**src/rtl/b58enc_pkg.sv**
```systemverilog
// shared types, constants and digit arithmetic for the base58 encoder
package b58enc_pkg;

  localparam int BYTE_W    = 8;
  localparam int CHAR_W    = 7;
  localparam int MAX_BYTES = 40;
  localparam int MAX_DIGITS = 64;
  localparam int OUT_LIMIT = 64;
  localparam int DIG_W     = 6;           // one base58 digit
  localparam int ADDR_W    = 6;           // digit store address
  localparam int DCNT_W    = 7;           // digit count, holds 64
  localparam int ZCNT_W    = 6;
  localparam int BCNT_W    = 6;
  localparam int KCNT_W    = 7;
  localparam int V_W       = DIG_W + BYTE_W;  // digit * 256 + carry
  localparam int RECIP_58  = 1129;        // floor(2^16 / 58)
  localparam int RECIP_SH  = 16;
  localparam logic [CHAR_W-1:0] CHAR_ONE = 7'h31;

  localparam logic [8*58-1:0] ALPHABET =
    "123456789ABCDEFGHJKLMNPQRSTUVWXYZabcdefghijkmnopqrstuvwxyz";

  typedef enum logic [2:0] {
    ST_IDLE,
    ST_WALK,
    ST_EXT,
    ST_EM_RD,
    ST_EM_OUT
  } state_t;

  typedef struct packed {
    logic [BYTE_W-1:0] q;
    logic [DIG_W-1:0]  r;
  } divmod_t;

  // v / 58 and v % 58 for v below 58 * 256: reciprocal estimate, one fix-up
  function automatic divmod_t div58(input logic [V_W-1:0] v);
    logic [V_W+11-1:0] prod;
    logic [BYTE_W-1:0] q_est;
    logic [V_W-1:0]    rem;
    divmod_t           res;
    prod  = (V_W+11)'(v) * (V_W+11)'(RECIP_58);
    q_est = prod[RECIP_SH +: BYTE_W];
    rem   = v - V_W'(q_est) * V_W'(58);
    if (rem >= V_W'(58)) begin
      res.q = q_est + BYTE_W'(1);
      res.r = DIG_W'(rem - V_W'(58));
    end else begin
      res.q = q_est;
      res.r = rem[DIG_W-1:0];
    end
    return res;
  endfunction

  // digit to ascii through the bitcoin alphabet
  function automatic logic [CHAR_W-1:0] digit_char(input logic [DIG_W-1:0] d);
    logic [CHAR_W-1:0] c;
    if (d < DIG_W'(58)) begin
      c = ALPHABET[8*(57 - int'(d)) +: CHAR_W];
    end else begin
      c = CHAR_ONE;
    end
    return c;
  endfunction

endpackage

```
**src/rtl/b58enc_if.sv**
```systemverilog
// byte and character channels of the base58 encoder
interface b58enc_in_if;
  logic                              valid;
  logic                              ready;
  logic [b58enc_pkg::BYTE_W-1:0]     data_byte;
  logic                              end_of_message;

  modport source (output valid, output data_byte, output end_of_message, input ready);
  modport sink   (input valid, input data_byte, input end_of_message, output ready);
endinterface

interface b58enc_out_if;
  logic                              valid;
  logic                              ready;
  logic [b58enc_pkg::CHAR_W-1:0]     character;
  logic                              last;
  logic                              overflow;

  modport source (output valid, output character, output last, output overflow, input ready);
  modport sink   (input valid, input character, input last, input overflow, output ready);
endinterface

```
**src/rtl/base58_encoder.sv**
```systemverilog
// base58 encoder top level: digit store walk per byte and character emission
//
//  channel  | dir | payload                          | beat when
//  ---------+-----+----------------------------------+-------------------------
//  in_ch    | in  | data_byte, end_of_message        | in_ch.valid & in_ch.ready
//  out_ch   | out | character, last, overflow        | out_ch.valid & out_ch.ready
//
//  a byte is accepted in ST_IDLE, then ST_WALK walks the stored digits (the read of
//  digit i+1 overlaps the write of digit i on the store's two ports), then
//  ST_EXT appends up to two carry digits and finishes; a closing byte then
//  emits each character through a store read, then an output load
//  rst_n is synchronous; the digit store itself is never cleared, the digit
//  count bounds every used read to entries already written in this message
//  a stalled out_ch holds emission in place; in_ch stays low until done
module base58_encoder (
  input  logic          clk,
  input  logic          rst_n,
  b58enc_in_if.sink     in_ch,
  b58enc_out_if.source  out_ch
);
  import b58enc_pkg::*;

  // digit store, little-endian base58, one write and one read port
  logic [DIG_W-1:0]  mem [MAX_DIGITS];
  logic              mem_we;
  logic [ADDR_W-1:0] mem_wa;
  logic [DIG_W-1:0]  mem_wd;
  logic              mem_re;
  logic [ADDR_W-1:0] mem_ra;
  logic [DIG_W-1:0]  rdata_r;

  always_ff @(posedge clk) begin
    if (mem_we) begin
      mem[mem_wa] <= mem_wd;
    end
    if (mem_re) begin
      rdata_r <= mem[mem_ra];
    end
  end

  state_t            state_r, state_nxt;
  logic [ADDR_W-1:0] idx_r, idx_nxt;       // digit being walked
  logic [BYTE_W-1:0] carry_r, carry_nxt;
  logic [DCNT_W-1:0] dcnt_r, dcnt_nxt;     // significant digits
  logic [ZCNT_W-1:0] zpc_r, zpc_nxt;       // leading zero bytes
  logic              inpfx_r, inpfx_nxt;
  logic [BCNT_W-1:0] bcnt_r, bcnt_nxt;
  logic              ovf_r, ovf_nxt;       // something dropped this message
  logic              eom_r, eom_nxt;
  logic [KCNT_W-1:0] k_r, k_nxt;           // character index
  logic [KCNT_W-1:0] n_r, n_nxt;           // characters to emit
  logic              ovfo_r, ovfo_nxt;     // overflow flag for the string

  // output register
  logic              ovld_r, ovld_nxt;
  logic [CHAR_W-1:0] ochar_r, ochar_nxt;
  logic              olast_r, olast_nxt;
  logic              oovf_r, oovf_nxt;

  logic              in_beat;
  logic              slot_free;
  logic [V_W-1:0]    div_in;
  divmod_t           dm;
  logic [7:0]        total;
  logic [7:0]        pos_full;
  logic              ovf_now;

  assign in_ch.ready     = (state_r == ST_IDLE);
  assign in_beat         = in_ch.valid && in_ch.ready;
  assign slot_free       = !ovld_r || out_ch.ready;
  assign out_ch.valid    = ovld_r;
  assign out_ch.character = ochar_r;
  assign out_ch.last     = olast_r;
  assign out_ch.overflow = oovf_r;

  // walk uses digit*256+carry, the carry tail uses the carry alone
  assign div_in = (state_r == ST_WALK) ? {rdata_r, carry_r} : V_W'(carry_r);
  assign dm     = div58(div_in);

  // string length and position of the digit for character k
  assign total    = 8'(zpc_r) + 8'(dcnt_r);
  assign pos_full = 8'(dcnt_r) + 8'(zpc_r) - 8'd1 - 8'(k_r);

  always_ff @(posedge clk) begin
    if (!rst_n) begin
      state_r <= ST_IDLE;
      dcnt_r  <= '0;
      zpc_r   <= '0;
      inpfx_r <= 1'b1;
      bcnt_r  <= '0;
      ovf_r   <= 1'b0;
      ovld_r  <= 1'b0;
    end else begin
      state_r <= state_nxt;
      dcnt_r  <= dcnt_nxt;
      zpc_r   <= zpc_nxt;
      inpfx_r <= inpfx_nxt;
      bcnt_r  <= bcnt_nxt;
      ovf_r   <= ovf_nxt;
      ovld_r  <= ovld_nxt;
    end
  end

  // datapath registers, meaningful only in the states that load them
  always_ff @(posedge clk) begin
    idx_r   <= idx_nxt;
    carry_r <= carry_nxt;
    eom_r   <= eom_nxt;
    k_r     <= k_nxt;
    n_r     <= n_nxt;
    ovfo_r  <= ovfo_nxt;
    ochar_r <= ochar_nxt;
    olast_r <= olast_nxt;
    oovf_r  <= oovf_nxt;
  end

  always_comb begin
    state_nxt = state_r;
    idx_nxt   = idx_r;
    carry_nxt = carry_r;
    dcnt_nxt  = dcnt_r;
    zpc_nxt   = zpc_r;
    inpfx_nxt = inpfx_r;
    bcnt_nxt  = bcnt_r;
    ovf_nxt   = ovf_r;
    eom_nxt   = eom_r;
    k_nxt     = k_r;
    n_nxt     = n_r;
    ovfo_nxt  = ovfo_r;
    ovld_nxt  = ovld_r && !out_ch.ready;
    ochar_nxt = ochar_r;
    olast_nxt = olast_r;
    oovf_nxt  = oovf_r;
    mem_we    = 1'b0;
    mem_wa    = '0;
    mem_wd    = '0;
    mem_re    = 1'b0;
    mem_ra    = '0;
    ovf_now   = ovf_r;

    case (state_r)
      ST_IDLE: begin
        if (in_beat) begin
          eom_nxt = in_ch.end_of_message;
          if (bcnt_r < BCNT_W'(MAX_BYTES)) begin
            carry_nxt = in_ch.data_byte;
            bcnt_nxt  = bcnt_r + BCNT_W'(1);
            if (inpfx_r && (in_ch.data_byte == '0)) begin
              zpc_nxt = zpc_r + ZCNT_W'(1);
            end else begin
              inpfx_nxt = 1'b0;
            end
            if (dcnt_r != '0) begin
              mem_re    = 1'b1;
              mem_ra    = '0;
              idx_nxt   = '0;
              state_nxt = ST_WALK;
            end else begin
              state_nxt = ST_EXT;
            end
          end else begin
            // byte past the limit: dropped, its end marker still counts
            ovf_nxt   = 1'b1;
            carry_nxt = '0;
            state_nxt = ST_EXT;
          end
        end
      end

      ST_WALK: begin
        // rdata_r holds digit idx_r; write it back and fetch the next one
        mem_we    = 1'b1;
        mem_wa    = idx_r;
        mem_wd    = dm.r;
        carry_nxt = dm.q;
        if (DCNT_W'(idx_r) + DCNT_W'(1) < dcnt_r) begin
          mem_re  = 1'b1;
          mem_ra  = idx_r + ADDR_W'(1);
          idx_nxt = idx_r + ADDR_W'(1);
        end else begin
          state_nxt = ST_EXT;
        end
      end

      ST_EXT: begin
        if ((carry_r != '0) && (dcnt_r < DCNT_W'(MAX_DIGITS))) begin
          // grow the store by one digit
          mem_we    = 1'b1;
          mem_wa    = dcnt_r[ADDR_W-1:0];
          mem_wd    = dm.r;
          dcnt_nxt  = dcnt_r + DCNT_W'(1);
          carry_nxt = dm.q;
        end else begin
          // store full drops what carry is left
          if (carry_r != '0) begin
            ovf_now = 1'b1;
          end
          ovf_nxt = ovf_now;
          if (!eom_r) begin
            state_nxt = ST_IDLE;
          end else begin
            k_nxt = '0;
            if (total > 8'(OUT_LIMIT)) begin
              n_nxt    = KCNT_W'(OUT_LIMIT);
              ovfo_nxt = 1'b1;
            end else begin
              n_nxt    = total[KCNT_W-1:0];
              ovfo_nxt = ovf_now;
            end
            if (total == '0) begin
              dcnt_nxt  = '0;
              zpc_nxt   = '0;
              inpfx_nxt = 1'b1;
              bcnt_nxt  = '0;
              ovf_nxt   = 1'b0;
              state_nxt = ST_IDLE;
            end else begin
              state_nxt = ST_EM_RD;
            end
          end
        end
      end

      ST_EM_RD: begin
        // leading ones ignore the read data
        mem_re    = 1'b1;
        mem_ra    = pos_full[ADDR_W-1:0];
        state_nxt = ST_EM_OUT;
      end

      ST_EM_OUT: begin
        if (slot_free) begin
          ovld_nxt  = 1'b1;
          ochar_nxt = (k_r < KCNT_W'(zpc_r)) ? CHAR_ONE : digit_char(rdata_r);
          olast_nxt = (k_r + KCNT_W'(1) == n_r);
          oovf_nxt  = ovfo_r;
          if (k_r + KCNT_W'(1) == n_r) begin
            // string done, back to the cleared message state
            dcnt_nxt  = '0;
            zpc_nxt   = '0;
            inpfx_nxt = 1'b1;
            bcnt_nxt  = '0;
            ovf_nxt   = 1'b0;
            state_nxt = ST_IDLE;
          end else begin
            k_nxt     = k_r + KCNT_W'(1);
            state_nxt = ST_EM_RD;
          end
        end
      end

      default: begin
        state_nxt = ST_IDLE;
      end
    endcase
  end

endmodule

```
**src/flat_wrapper.sv**
```systemverilog
// flat-port wrapper written by rule: the top's interface ports become plain ports
module base58_encoder_flat import b58enc_pkg::*;
  (clk, rst_n, in_ch_valid, in_ch_data_byte, in_ch_end_of_message, in_ch_ready, out_ch_valid, out_ch_character, out_ch_last, out_ch_overflow, out_ch_ready);
  b58enc_in_if in_ch_i ();
  b58enc_out_if out_ch_i ();
  input  logic clk;
  input  logic rst_n;
  input wire logic [$bits(in_ch_i.valid)-1:0] in_ch_valid;
  input wire logic [$bits(in_ch_i.data_byte)-1:0] in_ch_data_byte;
  input wire logic [$bits(in_ch_i.end_of_message)-1:0] in_ch_end_of_message;
  output wire logic [$bits(in_ch_i.ready)-1:0] in_ch_ready;
  output wire logic [$bits(out_ch_i.valid)-1:0] out_ch_valid;
  output wire logic [$bits(out_ch_i.character)-1:0] out_ch_character;
  output wire logic [$bits(out_ch_i.last)-1:0] out_ch_last;
  output wire logic [$bits(out_ch_i.overflow)-1:0] out_ch_overflow;
  input wire logic [$bits(out_ch_i.ready)-1:0] out_ch_ready;
  assign in_ch_i.valid = in_ch_valid;
  assign in_ch_i.data_byte = in_ch_data_byte;
  assign in_ch_i.end_of_message = in_ch_end_of_message;
  assign in_ch_ready = in_ch_i.ready;
  assign out_ch_valid = out_ch_i.valid;
  assign out_ch_character = out_ch_i.character;
  assign out_ch_last = out_ch_i.last;
  assign out_ch_overflow = out_ch_i.overflow;
  assign out_ch_i.ready = out_ch_ready;
  base58_encoder u_core (.clk(clk), .rst_n(rst_n), .in_ch(in_ch_i), .out_ch(out_ch_i));
endmodule
```
**config.mk**
```make
export PLATFORM = sky130hd
export DESIGN_NAME = base58_encoder_flat
export DESIGN_NICKNAME = d
export VERILOG_FILES = /design/src/rtl/b58enc_pkg.sv /design/src/rtl/b58enc_if.sv /design/src/rtl/base58_encoder.sv /design/src/flat_wrapper.sv
export SDC_FILE = /design/constraint.sdc
export NUM_CORES = 1
export LEC_CHECK = 0
export BUFFER_PORTS_ARGS = -buffer_cell sky130_fd_sc_hd__buf_2
export CAP_MARGIN = 20
export CORE_MARGIN = 1
export CORE_UTILIZATION = 52
export DETAILED_ROUTE_END_ITERATION = 7
export PLACE_DENSITY = 0.78
export SLEW_MARGIN = 15
export SYNTH_ARGS = -nofsm -noshare
export SYNTH_HDL_FRONTEND = slang
export SYNTH_SLANG_ARGS = --single-unit
```
**constraint.sdc**
```tcl
create_clock -name clk -period 20.2 [get_ports clk]
set_clock_uncertainty 0.2 [all_clocks]
set_input_delay 3.03 -clock clk [delete_from_list [all_inputs] [get_ports clk]]
set_output_delay 3.03 -clock clk [all_outputs]
set_load 0.01 [all_outputs]
```
==> impl_metrics.toml <==
[outcome]
status = "finished, final reports clean"

[yosys]
synth_nets = 2309
syn_area_sq_um = 24400
synth-compound-area-share_pct = 12.9
synth-simple-area-share_pct = 12.0
synth_flop_cell = "edfxtp_1"
synth_top_family_by_area = "compound AO/OA/AOI/OAI gates"
ys_seq_area_share_pct = 54.9
syn_inst = 2110
ys_async_sr_fraction_pct = 0
synth_area_leader_cell = "edfxtp_1"
synth.mux.area_fraction_pct = 2.14
yosysWarnings = 0
synthTopCellsByCount = "edfxtp_1, nand2_1, nor2_1"
yosysUniqueCellTypes = 81
ys_ff_latch = 454
synthMostInstantiatedCell = "edfxtp_1"
yosys.area_share.xor_xnor_pct = 3.25
ys_top_cells_by_area = "edfxtp_1, ha_1, nand2_1"
yosysTopAreaCellShare_pct = 52.9
synth_edf_count = 429
avgSynthCellArea_sq_um = 11.6
synthAdderAreaFrac_pct = 10.8

[cts]
clkSinkCount = 454
htreeDepth = 2
tritoncts = "done"
clock_latency_ns = 0.59
cts_hold_buf = 0
cts_buffers = 45
clk_pin_slew_worst_paths_ns = 0.07
clk_path_buf_depth = 3
cts-root-buf = "clkbuf_16"
cts_resized = 0
post_cts_buffers = 0

[setup_path]
cp_slowest_stage_delay_ns = 0.85
startpoint_type = "register"
crit_required_ns = 20.28
path_buf_inv = 4
crit_family = "adder cells"
crit_top_cell = "ha_1"
crit_arrival_ns = 12.97
critPathCaptureType = "register"
critPathSlowestCell = "edfxtp_1"
cp_max_fo = 64
critPathKind = "reg -> reg"

[timing]
hold_viol = 0
setup_violations = 0
worst_slew_pin_slew_ns = 1.11
fmax_mhz = 77.6
setup_tns_ns = 0
drv_slew = 0
rsz0062_at_grt = "false"
fin_crit_sh_pct = 63.8
max-slew-margin-rel_pct = 26.3
fin_crit_ns = 12.89

[layout]
fillerInstances = 3686
synthToLayoutAreaGrowth_pct = 8.69
drive_above_1_share_pct = 6.92
finalNetCount = 2302
antenna_cells = 0

[global_route]
overflow = 0
grt_max_degree = 108
grt_pass1_vias = 16500
grt_usage_pct = 24.2
grt_pass1_wl_microns = 89800
antenna_found_initial = 0

[die]
die_area_sq_um = 47700
die_h_microns = 219
core_sq_um = 45800
fp.dieW_microns = 219
initial_utilization_pct = 53.3
rows = 78
io_pins = 24

[route]
postRouteAntennaNets = 0
dr_total_vias = 17000
drtPass1Iterations = 8
wirelength_microns = 57600
vias_per_cell = 6.19
drt_iter0_markers = 1842
drc = 0
wl_per_cell_microns = 21.0

[min_path]
min_path_type = "reg -> reg"

[placement]
gp_congestion = 0.945
io_buffers = 23
hpwl_microns = 38000

[flow_run]
maxCapViolCount = 0
[worst register-to-register path, delay by kind of cell (launching register included)]
| kind | cells | cell delay (ns) |
|---|---|---|
| adders and majority gates | 10 | 3.93 |
| AOI/OAI and AO/OA | 14 | 3.81 |
| and+or+nand+nor | 7 | 1.84 |
| buffers and inverters | 4 | 1.07 |
| DFF | 1 | 0.85 |
| xor gates and xnor gates | 4 | 0.81 |
[cells in the final DEF (no fill, tap or decap), types with 19 or more instances in the layout]
cell type,Yosys,final
a2111oi_0,19,19
a21oi_1,147,145
a221oi_1,45,45
a22oi_1,45,45
and2_1,40,38
buf_2,27,24
clkbuf_16,0,46
dfxtp_1,25,25
edfxtp_1,429,429
fa_1,37,37
ha_1,149,149
inv_1,137,137
mux2i_1,52,52
nand2_1,240,238
nand3_1,48,48
nor2_1,163,159
nor2b_1,20,20
nor3_1,28,28
o21ai_0,52,52
xnor2_1,50,50
xor2_1,36,36
[state kept, by name (all words and copies together) (netlist names), 3 cells and up]
signal / count
u_core.mem: 384
u_core.carry_r: 8
u_core.dcnt_r: 7
u_core.k_r: 7
u_core.n_r: 7
u_core.out_ch.character: 7
u_core.bcnt_r: 6
u_core.idx_r: 6
u_core.rdata_r: 6
u_core.zpc_r: 6
u_core.state_r: 3
[stage by stage]
step	hold slack [ns]	utilization [%]	setup slack (ns)	cells	instance area (sq um)
global placement	0.214	54.6	7.59	2652	25000
global route	0.249	57.9	6.50	2738	26500
floorplan	0.200	-	6.89	2110	24400
finish	0.233	57.9	7.31	2738	26500
detailed placement	0.217	54.7	7.47	2653	25000
CTS	0.226	57.8	7.39	2735	26400
[layout make-up]
type / instances / area, sq um / area share [%]
Clock buffer: 61 / 1220 / 4.60
Clock inverter: 21 / 193 / 0.727
Inverter: 140 / 526 / 1.98
Multi-Input combinational cell: 1417 / 10100 / 38.1
Sequential cell: 454 / 13400 / 50.5
Tap cell: 600 / 751 / 2.83
Timing Repair Buffer: 45 / 330 / 1.25
[final timing paths]
check	start	end	slack, ns	depth (start not counted)
max	u_core.rdata_r[0]	u_core.mem[16][5]	7.31	39
min	u_core.ovfo_r	u_core.out_ch.overflow	0.23	0
max reg2reg	u_core.rdata_r[0]	u_core.mem[16][5]	7.31	39
min reg2reg	u_core.ovfo_r	u_core.out_ch.overflow	0.23	0
[cells by family (layout without fill, tap and decap cells)]
family	Yosys count	count (layout)
compound gates	463	463
fa+ha+maj	188	188
xor+xnor	88	88
flops	454	454
buf+inv	239	267
simple gates	626	626
mux	52	52
[layer usage]
layer | up-vias | GRT usage [%] | part of all wire (%)
met4 | 0 | 9.46 | 3.7
met1 | 8203 | 32.5 | 41
li1 | 7764 | - | -
met5 | - | 0 | 0
met2 | 841 | 38.9 | 47
met3 | 149 | 4.58 | 8.9
Power is not shown: default switching activity piles up to over one toggle a cycle in this logic, so the estimate is an artifact.
